<file path="src/rtl/tsbp_pkg.sv">
// Shared types and constants for the tone score byte parser.
package tsbp_pkg;

    localparam int DEFAULT_CHANNEL_COUNT = 16;
    localparam int QUEUE_DEPTH           = 2;
    localparam int QUEUE_PTR_W           = 1;
    localparam int QUEUE_CNT_W           = 2;

    localparam int RATE_W = 17;
    localparam int MS_W   = 16;
    localparam int WAIT_W = 23;

    localparam logic [RATE_W-1:0] RATE_RESET = 17'd44100;

    localparam logic [7:0] BYTE_END_A = 8'hE0;
    localparam logic [7:0] BYTE_END_B = 8'hF0;

    localparam logic [3:0] NIB_NOTE_OFF = 4'h8;
    localparam logic [3:0] NIB_NOTE_ON  = 4'h9;
    localparam logic [3:0] NIB_PROGRAM  = 4'hC;

    // x / 1000 == (x >> 3) / 125; /125 by reciprocal, exact for 30-bit operands
    localparam int          PROD1_W    = MS_W + RATE_W;
    localparam int          DIV_IN_W   = PROD1_W - 3;
    localparam int          DIV_MULT_W = 31;
    localparam int          PROD2_W    = DIV_IN_W + DIV_MULT_W;
    localparam int          DIV_SHIFT  = 37;
    localparam logic [DIV_MULT_W-1:0] DIV_MULT = 31'd1099511628;

    typedef enum logic [2:0] {
        PH_CMD,
        PH_KEY,
        PH_VEL,
        PH_INST,
        PH_WAITLO
    } phase_t;

    typedef enum logic [1:0] {
        EV_ON   = 2'd0,
        EV_OFF  = 2'd1,
        EV_WAIT = 2'd2,
        EV_END  = 2'd3
    } kind_t;

    typedef struct packed {
        kind_t           kind;
        logic [7:0]      instrument;
        logic [7:0]      note_key;
        logic [7:0]      velocity;
        logic [MS_W-1:0] wait_ms;
    } req_t;

endpackage

</file>
<file path="src/rtl/tsbp_front.sv">
// Byte parser front end: command decode, channel tables, request generation.
module tsbp_front #(
    parameter int CHANNEL_COUNT = tsbp_pkg::DEFAULT_CHANNEL_COUNT
) (
    input  logic            clk,
    input  logic            rst_n,
    input  logic            in_fire,
    input  logic [7:0]      score_byte,
    output logic            push,
    output tsbp_pkg::req_t  req
);

    localparam int CH_W = (CHANNEL_COUNT > 1) ? $clog2(CHANNEL_COUNT) : 1;

    tsbp_pkg::phase_t phase_reg, phase_next;
    logic [3:0]       pend_ch_reg, pend_ch_next;
    logic [7:0]       pend_key_reg, pend_key_next;
    logic [7:0]       wait_hi_reg, wait_hi_next;
    logic             fin_reg, fin_next;
    logic [7:0]       inst_tab_reg [CHANNEL_COUNT];
    logic [7:0]       key_tab_reg [CHANNEL_COUNT];
    logic             inst_we;
    logic             key_we;

    logic       pend_ok;
    logic       cmd_ok;
    logic [7:0] pend_inst;
    logic [7:0] cmd_inst;
    logic [7:0] cmd_key;
    logic       is_end;
    logic       active;

    assign pend_ok   = ({1'b0, pend_ch_reg} < 5'(CHANNEL_COUNT));
    assign cmd_ok    = ({1'b0, score_byte[3:0]} < 5'(CHANNEL_COUNT));
    assign pend_inst = pend_ok ? inst_tab_reg[pend_ch_reg[CH_W-1:0]] : 8'd0;
    assign cmd_inst  = cmd_ok ? inst_tab_reg[score_byte[CH_W-1:0]] : 8'd0;
    assign cmd_key   = cmd_ok ? key_tab_reg[score_byte[CH_W-1:0]] : 8'd0;
    assign is_end    = (score_byte == tsbp_pkg::BYTE_END_A) ||
                       (score_byte == tsbp_pkg::BYTE_END_B);
    assign active    = in_fire && !fin_reg;

    always_comb
    begin
        phase_next    = phase_reg;
        pend_ch_next  = pend_ch_reg;
        pend_key_next = pend_key_reg;
        wait_hi_next  = wait_hi_reg;
        fin_next      = fin_reg;
        inst_we       = 1'b0;
        key_we        = 1'b0;
        if (active)
        begin
            case (phase_reg)
                tsbp_pkg::PH_KEY:
                begin
                    pend_key_next = score_byte;
                    phase_next    = tsbp_pkg::PH_VEL;
                end
                tsbp_pkg::PH_VEL:
                begin
                    key_we     = pend_ok;
                    phase_next = tsbp_pkg::PH_CMD;
                end
                tsbp_pkg::PH_INST:
                begin
                    inst_we    = pend_ok;
                    phase_next = tsbp_pkg::PH_CMD;
                end
                tsbp_pkg::PH_WAITLO:
                begin
                    phase_next = tsbp_pkg::PH_CMD;
                end
                tsbp_pkg::PH_CMD:
                begin
                    if (is_end)
                    begin
                        fin_next = 1'b1;
                    end
                    else if (!score_byte[7])
                    begin
                        wait_hi_next = score_byte;
                        phase_next   = tsbp_pkg::PH_WAITLO;
                    end
                    else
                    begin
                        case (score_byte[7:4])
                            tsbp_pkg::NIB_NOTE_ON:
                            begin
                                pend_ch_next = score_byte[3:0];
                                phase_next   = tsbp_pkg::PH_KEY;
                            end
                            tsbp_pkg::NIB_PROGRAM:
                            begin
                                pend_ch_next = score_byte[3:0];
                                phase_next   = tsbp_pkg::PH_INST;
                            end
                            default:
                            begin
                                phase_next = tsbp_pkg::PH_CMD;
                            end
                        endcase
                    end
                end
                default:
                begin
                    phase_next = tsbp_pkg::PH_CMD;
                end
            endcase
        end
    end

    always_comb
    begin
        push = 1'b0;
        req  = '0;
        if (active)
        begin
            case (phase_reg)
                tsbp_pkg::PH_VEL:
                begin
                    push           = 1'b1;
                    req.kind       = tsbp_pkg::EV_ON;
                    req.instrument = pend_inst;
                    req.note_key   = pend_key_reg;
                    req.velocity   = score_byte;
                end
                tsbp_pkg::PH_WAITLO:
                begin
                    push        = 1'b1;
                    req.kind    = tsbp_pkg::EV_WAIT;
                    req.wait_ms = {wait_hi_reg, score_byte};
                end
                tsbp_pkg::PH_CMD:
                begin
                    if (is_end)
                    begin
                        push     = 1'b1;
                        req.kind = tsbp_pkg::EV_END;
                    end
                    else if (score_byte[7] && (score_byte[7:4] == tsbp_pkg::NIB_NOTE_OFF))
                    begin
                        push           = 1'b1;
                        req.kind       = tsbp_pkg::EV_OFF;
                        req.instrument = cmd_inst;
                        req.note_key   = cmd_key;
                    end
                end
                default:
                begin
                    push = 1'b0;
                end
            endcase
        end
    end

    always_ff @(posedge clk or negedge rst_n)
    begin
        if (!rst_n)
        begin
            phase_reg    <= tsbp_pkg::PH_CMD;
            pend_ch_reg  <= 4'd0;
            pend_key_reg <= 8'd0;
            wait_hi_reg  <= 8'd0;
            fin_reg      <= 1'b0;
            for (int i = 0; i < CHANNEL_COUNT; i++)
            begin
                inst_tab_reg[i] <= 8'd0;
                key_tab_reg[i]  <= 8'd0;
            end
        end
        else
        begin
            phase_reg    <= phase_next;
            pend_ch_reg  <= pend_ch_next;
            pend_key_reg <= pend_key_next;
            wait_hi_reg  <= wait_hi_next;
            fin_reg      <= fin_next;
            if (inst_we)
            begin
                inst_tab_reg[pend_ch_reg[CH_W-1:0]] <= score_byte;
            end
            if (key_we)
            begin
                key_tab_reg[pend_ch_reg[CH_W-1:0]] <= pend_key_reg;
            end
        end
    end

`ifndef SYNTHESIS
    a_no_push_after_end: assert property (@(posedge clk) disable iff (!rst_n)
        fin_reg |-> !push)
        else $error("request after end of score");

    a_end_leaves_cmd: assert property (@(posedge clk) disable iff (!rst_n)
        fin_reg |-> (phase_reg == tsbp_pkg::PH_CMD))
        else $error("finished parser left mid-command");
`endif

endmodule

</file>
<file path="src/rtl/tsbp_queue.sv">
// Two-entry request queue between parser and scaling pipeline.
module tsbp_queue (
    input  logic            clk,
    input  logic            rst_n,
    input  logic            push,
    input  tsbp_pkg::req_t  push_req,
    input  logic            pop,
    output logic            full,
    output logic            not_empty,
    output tsbp_pkg::req_t  head
);

    tsbp_pkg::req_t                      entry_reg [tsbp_pkg::QUEUE_DEPTH];
    logic [tsbp_pkg::QUEUE_PTR_W-1:0]    wr_ptr_reg;
    logic [tsbp_pkg::QUEUE_PTR_W-1:0]    rd_ptr_reg;
    logic [tsbp_pkg::QUEUE_CNT_W-1:0]    count_reg, count_next;

    assign full      = (count_reg == tsbp_pkg::QUEUE_CNT_W'(tsbp_pkg::QUEUE_DEPTH));
    assign not_empty = (count_reg != '0);
    assign head      = entry_reg[rd_ptr_reg];

    always_comb
    begin
        count_next = count_reg;
        if (push && !pop)
        begin
            count_next = count_reg + 1'b1;
        end
        else if (pop && !push)
        begin
            count_next = count_reg - 1'b1;
        end
    end

    always_ff @(posedge clk)
    begin
        if (push)
        begin
            entry_reg[wr_ptr_reg] <= push_req;
        end
    end

    always_ff @(posedge clk or negedge rst_n)
    begin
        if (!rst_n)
        begin
            wr_ptr_reg <= '0;
            rd_ptr_reg <= '0;
            count_reg  <= '0;
        end
        else
        begin
            count_reg <= count_next;
            if (push)
            begin
                wr_ptr_reg <= wr_ptr_reg + 1'b1;
            end
            if (pop)
            begin
                rd_ptr_reg <= rd_ptr_reg + 1'b1;
            end
        end
    end

`ifndef SYNTHESIS
    a_no_overflow: assert property (@(posedge clk) disable iff (!rst_n)
        full && !pop |-> !push)
        else $error("request queue overflow");

    a_no_underflow: assert property (@(posedge clk) disable iff (!rst_n)
        pop |-> not_empty)
        else $error("request queue underflow");
`endif

endmodule

</file>
<file path="src/rtl/tsbp_back.sv">
// Back end: ms-to-samples scaling pipeline and output register.
module tsbp_back (
    input  logic                           clk,
    input  logic                           rst_n,
    input  logic [tsbp_pkg::RATE_W-1:0]    sample_rate,
    input  logic                           q_valid,
    input  tsbp_pkg::req_t                 q_req,
    output logic                           pop,
    input  logic                           out_stall,
    output logic                           out_valid,
    output logic [1:0]                     event_kind,
    output logic [7:0]                     instrument,
    output logic [7:0]                     note_key,
    output logic [7:0]                     velocity,
    output logic [tsbp_pkg::WAIT_W-1:0]    wait_samples
);

    logic                              s1_valid_reg;
    tsbp_pkg::req_t                    s1_req_reg;
    logic [tsbp_pkg::PROD1_W-1:0]      s1_prod_reg;
    logic                              s2_valid_reg;
    tsbp_pkg::req_t                    s2_req_reg;
    logic [tsbp_pkg::PROD2_W-1:0]      s2_prod_reg;
    logic                              out_valid_reg;
    tsbp_pkg::req_t                    out_req_reg;
    logic [tsbp_pkg::WAIT_W-1:0]       out_wait_reg;

    logic                              out_ready;
    logic                              s2_ready;
    logic                              s1_ready;
    logic [tsbp_pkg::PROD1_W-1:0]      prod1;
    logic [tsbp_pkg::PROD2_W-1:0]      prod2;
    logic [tsbp_pkg::WAIT_W-1:0]       wait_val;

    assign out_ready = !out_valid_reg || !out_stall;
    assign s2_ready  = !s2_valid_reg || out_ready;
    assign s1_ready  = !s1_valid_reg || s2_ready;
    assign pop       = q_valid && s1_ready;

    assign prod1 = {{tsbp_pkg::RATE_W{1'b0}}, q_req.wait_ms}
                 * {{tsbp_pkg::MS_W{1'b0}}, sample_rate};
    assign prod2 = {{tsbp_pkg::DIV_MULT_W{1'b0}}, s1_prod_reg[tsbp_pkg::PROD1_W-1:3]}
                 * {{tsbp_pkg::DIV_IN_W{1'b0}}, tsbp_pkg::DIV_MULT};

    // tail is half a second; wait results wrap to the field width
    assign wait_val = (s2_req_reg.kind == tsbp_pkg::EV_END)
                    ? tsbp_pkg::WAIT_W'(sample_rate[tsbp_pkg::RATE_W-1:1])
                    : s2_prod_reg[tsbp_pkg::DIV_SHIFT +: tsbp_pkg::WAIT_W];

    always_ff @(posedge clk)
    begin
        if (pop)
        begin
            s1_req_reg  <= q_req;
            s1_prod_reg <= prod1;
        end
        if (s2_ready && s1_valid_reg)
        begin
            s2_req_reg  <= s1_req_reg;
            s2_prod_reg <= prod2;
        end
        if (out_ready && s2_valid_reg)
        begin
            out_req_reg  <= s2_req_reg;
            out_wait_reg <= wait_val;
        end
    end

    always_ff @(posedge clk or negedge rst_n)
    begin
        if (!rst_n)
        begin
            s1_valid_reg  <= 1'b0;
            s2_valid_reg  <= 1'b0;
            out_valid_reg <= 1'b0;
        end
        else
        begin
            if (s1_ready)
            begin
                s1_valid_reg <= q_valid;
            end
            if (s2_ready)
            begin
                s2_valid_reg <= s1_valid_reg;
            end
            if (out_ready)
            begin
                out_valid_reg <= s2_valid_reg;
            end
        end
    end

    assign out_valid    = out_valid_reg;
    assign event_kind   = out_req_reg.kind;
    assign instrument   = out_req_reg.instrument;
    assign note_key     = out_req_reg.note_key;
    assign velocity     = out_req_reg.velocity;
    assign wait_samples = out_wait_reg;

`ifndef SYNTHESIS
    a_note_no_wait: assert property (@(posedge clk) disable iff (!rst_n)
        out_valid_reg && ((out_req_reg.kind == tsbp_pkg::EV_ON) ||
                          (out_req_reg.kind == tsbp_pkg::EV_OFF))
        |-> (out_wait_reg == '0))
        else $error("note event carries samples");

    a_s2_holds: assert property (@(posedge clk) disable iff (!rst_n)
        s2_valid_reg && !out_ready |=> s2_valid_reg && $stable(s2_prod_reg))
        else $error("stage 2 dropped a request under stall");
`endif

endmodule

</file>
<file path="src/rtl/tone_score_byte_parser.sv">
// Top level of the tone score byte parser.
//
//  channel  | valid     | stall     | payload
//  ---------+-----------+-----------+--------------------------------------------
//  input    | in_valid  | in_stall  | score_byte
//  output   | out_valid | out_stall | event_kind instrument note_key velocity
//           |           |           | wait_samples
//  config   | cfg_write_en (no stall) | cfg_write_data = sample_rate
//
// One byte per cycle while in_stall is low; each request then passes the request queue
// and the back-end registers in order: ms*rate multiply, reciprocal /1000 multiply, output reg.
// A 2-entry request queue decouples parser and back end; in_stall is queue full.
// Reset clears parse state and channel tables and sets sample_rate to 44100.
module tone_score_byte_parser #(
    parameter int CHANNEL_COUNT = tsbp_pkg::DEFAULT_CHANNEL_COUNT
) (
    input  logic                           clk,
    input  logic                           rst_n,
    input  logic                           in_valid,
    output logic                           in_stall,
    input  logic [7:0]                     score_byte,
    output logic                           out_valid,
    input  logic                           out_stall,
    output logic [1:0]                     event_kind,
    output logic [7:0]                     instrument,
    output logic [7:0]                     note_key,
    output logic [7:0]                     velocity,
    output logic [tsbp_pkg::WAIT_W-1:0]    wait_samples,
    input  logic                           cfg_write_en,
    input  logic [tsbp_pkg::RATE_W-1:0]    cfg_write_data
);

    logic [tsbp_pkg::RATE_W-1:0] rate_reg;
    logic                        in_fire;
    logic                        push;
    tsbp_pkg::req_t              push_req;
    logic                        pop;
    logic                        q_full;
    logic                        q_valid;
    tsbp_pkg::req_t              q_head;

    always_ff @(posedge clk or negedge rst_n)
    begin
        if (!rst_n)
        begin
            rate_reg <= tsbp_pkg::RATE_RESET;
        end
        else if (cfg_write_en)
        begin
            rate_reg <= cfg_write_data;
        end
    end

    assign in_stall = q_full;
    assign in_fire  = in_valid && !q_full;

    tsbp_front #(
        .CHANNEL_COUNT (CHANNEL_COUNT)
    ) u_front (
        .clk        (clk),
        .rst_n      (rst_n),
        .in_fire    (in_fire),
        .score_byte (score_byte),
        .push       (push),
        .req        (push_req)
    );

    tsbp_queue u_queue (
        .clk       (clk),
        .rst_n     (rst_n),
        .push      (push),
        .push_req  (push_req),
        .pop       (pop),
        .full      (q_full),
        .not_empty (q_valid),
        .head      (q_head)
    );

    tsbp_back u_back (
        .clk          (clk),
        .rst_n        (rst_n),
        .sample_rate  (rate_reg),
        .q_valid      (q_valid),
        .q_req        (q_head),
        .pop          (pop),
        .out_stall    (out_stall),
        .out_valid    (out_valid),
        .event_kind   (event_kind),
        .instrument   (instrument),
        .note_key     (note_key),
        .velocity     (velocity),
        .wait_samples (wait_samples)
    );

endmodule
</file>
<file path="config.mk">
export PLATFORM = sky130hd
export DESIGN_NAME = tone_score_byte_parser
export DESIGN_NICKNAME = d
export VERILOG_FILES = /design/src/rtl/tsbp_pkg.sv /design/src/rtl/tsbp_front.sv /design/src/rtl/tsbp_queue.sv /design/src/rtl/tsbp_back.sv /design/src/rtl/tone_score_byte_parser.sv
export SDC_FILE = /design/constraint.sdc
export NUM_CORES = 2
export LEC_CHECK = 0
export BUFFER_PORTS_ARGS = -buffer_cell sky130_fd_sc_hd__buf_2
export CAP_MARGIN = 5
export CORE_MARGIN = 2
export CORE_UTILIZATION = 65
export CTS_BUF_LIST = sky130_fd_sc_hd__clkbuf_16
export DETAILED_ROUTE_END_ITERATION = 10
export PLACE_DENSITY = 0.82
export SLEW_MARGIN = 20
export SYNTH_ARGS = -nofsm -noshare
export SYNTH_HDL_FRONTEND = slang
export SYNTH_SLANG_ARGS = --single-unit
export TNS_END_PERCENT = 20
</file>
<file path="constraint.sdc">
create_clock -name clk -period 19.8 [get_ports clk]
set_input_delay 1.98 -clock clk [delete_from_list [all_inputs] [get_ports clk]]
set_output_delay 1.98 -clock clk [all_outputs]
set_load 0.01 [all_outputs]
</file>
==> impl_metrics.tcl <==
set metrics [dict create \
    hp-class "flop to flop" \
    synthesis.nets 4694 \
    worstPathRequired_ps 20150 \
    drive_gt1_share_pct 15.0 \
    r2r_setup_slack_ps 11660 \
    routedWlPerCell_um 22.3 \
    grt_overflow 0 \
    synth-async-reset-ratio_pct 56.2 \
    clkSinkCount 539 \
    routed_wl_mm 105 \
    start_util_pct 65.5 \
    end_kind "flop" \
    die_height_um 267 \
    core-area_mm2 0.0686 \
    vias 27800 \
    die-area_mm2 0.0713 \
    routed_via_density 5.90 \
    status "finished clean" \
    ys_types 75 \
    clk_pin_slew_worst_paths_ps 70 \
    grt.total_usage_pct 30.9 \
    antenna_found_initial 6 \
    io_buffer_count 80 \
    finalCriticalPeriod_ps 8140 \
    clockBufferDepth 3 \
    postRouteAntennaNets 0 \
    yosys.area.top_type "fa_1" \
    rr_startpoint "u_back.s1_prod_reg[24]$_DFFE_PP_" \
    post_cts_buffers 0 \
    drt-initial-drc-count 2349 \
    finalClockSkew_ps 23.7 \
    r2r-end "u_back.s2_prod_reg[49]$_DFFE_PP_" \
    cts_tree "done" \
    yosys-top-cells-area "fa_1 (21%), dfrtp_1 (17%), edfxtp_1 (16%), ha_1 (14%), inv_1 (6.6%)" \
    maxSlewHeadroom_pct 15.1 \
    final-hold-violation-count 0 \
    cp_slowest_cell "nor4_1" \
    reg2reg_depth 24 \
    drc 0 \
    area_growth_syn_to_layout_pct 7.03 \
    yosysTopAreaCellShare_pct 20.9 \
    hp-start "u_back.s1_req_reg[24]$_DFFE_PP_" \
    slew_violations 0 \
    final_util_pct 70.2 \
    cp.arrival_ps 8490 \
    cp_slowest_stage_delay_ps 750 \
    finalSetupViolations 0 \
    finalSetupTns_ps 0 \
    rows 96 \
    io_pins 81 \
    synth.most_common_cell "inv_1" \
    nets 4726 \
    cts_buffers 52 \
    period_share_pct 41.1 \
    dr.pass1.iters 7 \
    avgSynthCellArea_um2 12.1 \
    cp_max_fo 10 \
    grt_max_degree 92 \
    max_cap_violations 0 \
    cts_resized 0 \
    synth-main-ff-cell "dfrtp_1" \
    die_w_um 267 \
    critPathMostFrequentCell "fa_1" \
    synth_edf_count 236 \
    hold_path_end "u_back.s2_req_reg[24]$_DFFE_PP_" \
    ctsHoldBuffers 0 \
    syn_area_mm2 0.0450 \
    worst_pin_slew_ps 1270 \
    ys_ff_latch 539 \
    synth-warning-count 0 \
    hpwl_mm 79.0 \
    ys_seq_area_share_pct 32.6 \
    critPathKind "flop to flop" \
    root_buffer "clkbuf_16" \
    grt_pass1_vias 30000 \
    synth_common_cells "inv_1 (792), ha_1 (487), fa_1 (470)" \
    grt_pass1_wl_mm 167 \
    gp_congestion 0.947 \
    rsz0062_at_grt "no" \
    hold_depth 0 \
    timing.fmax_mhz 123 \
    htree_levels 2 \
    clk_latency_ps 620 \
    syn_inst 3707 \
    start_kind "flop" \
    worstPathCellList "ha_1 > fa_1 > fa_1 > inv_1 > fa_1 > inv_1 > fa_1 > inv_1 > fa_1 > inv_1 > fa_1 > inv_1 > fa_1 > inv_1 > ha_1 > nand3_1 > nor4_1 > and3_1 > nand4_1 > a31oi_1 > o2111ai_1 > a21oi_1 > a21oi_1 > xnor2_1" \
]
-- worst max-delay path: cells and delay by family (launching register included) --
family	cells	cell delay, ps
buf+inv	6	330
fa+ha+maj	9	4110
flops	1	620
compound gates	4	1280
xor+xnor	1	160
simple gates	4	1390
-- stage by stage --
stage / setup slack, ps / instance area (µm²) / hold slack [ps] / cells
3_3_place_gp: 11950 / 46300 / 402 / 4616
6_report: 11660 / 48100 / 419 / 4715
3_5_place_dp: 11840 / 46300 / 405 / 4616
4_1_cts: 11790 / 48100 / 420 / 4714
5_1_grt: 11420 / 48100 / 423 / 4714
2_1_floorplan: 12730 / 45000 / 400 / 3707
-- kinds of logic after synthesis --
| group | synth area share (%) |
|---|---|
| AOI/OAI and AO/OA | 3.31 |
| xor gates and xnor gates | 1.05 |
| adders and majority gates | 34.5 |
| buffers and inverters | 7.72 |
| DFF | 32.6 |
| muxes | 14.8 |
| and+or+nand+nor | 6.01 |
-- cell usage in the layout (no fill, tap or decap), drive strengths merged, types with 15 or more instances in the layout --
cell type,instances
a22oi,17
nand3,29
dfrtp,297
mux2,347
o21ai,38
xor2,23
edfxtp,236
clkbuf,52
a21oi,74
nand2,208
xnor2,31
mux4,120
fa,470
nand4,18
a21o,31
inv,802
buf,104
nor2b,47
nor3,15
ha,487
clkinv,21
and2,104
and3,17
nor2,70
-- worst max-delay path by stage --
stage / cells after the start / slack [ps] / endpoint / startpoint
3_5_place_dp: 24 / 11840 / u_back.s2_prod_reg[49]$_DFFE_PP_ / u_back.s1_prod_reg[24]$_DFFE_PP_
5_1_grt: 24 / 11420 / u_back.s2_prod_reg[49]$_DFFE_PP_ / u_back.s1_prod_reg[25]$_DFFE_PP_
2_1_floorplan: 24 / 12730 / u_back.s1_prod_reg[30]$_DFFE_PP_ / u_queue.rd_ptr_reg$_DFFE_PN0P_
4_1_cts: 24 / 11790 / u_back.s2_prod_reg[49]$_DFFE_PP_ / u_back.s1_prod_reg[25]$_DFFE_PP_
6_report: 24 / 11660 / u_back.s2_prod_reg[49]$_DFFE_PP_ / u_back.s1_prod_reg[24]$_DFFE_PP_
3_3_place_gp: 24 / 11950 / u_back.s2_prod_reg[49]$_DFFE_PP_ / u_back.s1_prod_reg[24]$_DFFE_PP_
-- metal layers --
metal / up-vias / share of wire [%] / track usage (%)
met2: 1054 / 49 / 51.2
met4: 6 / 4.5 / 12.8
met1: 14200 / 39 / 40.2
li1: 12300 / - / -
met5: - / 0.029 / 0
met3: 272 / 7.0 / 5.83
-- final cells by class --
class	count	area, µm²
fillers	4669	20500
diodes	1	2.50
well taps	931	1160
inverters	793	2980
repair buffers	104	597
clock inverters	46	541
flip-flops and latches	539	14700
multi-input cells	2249	26900
clock buffers	52	1300
Power is left out: the tool's default activity adds up to more than one toggle a clock period on the data nets, which glitch-free logic cannot reach.
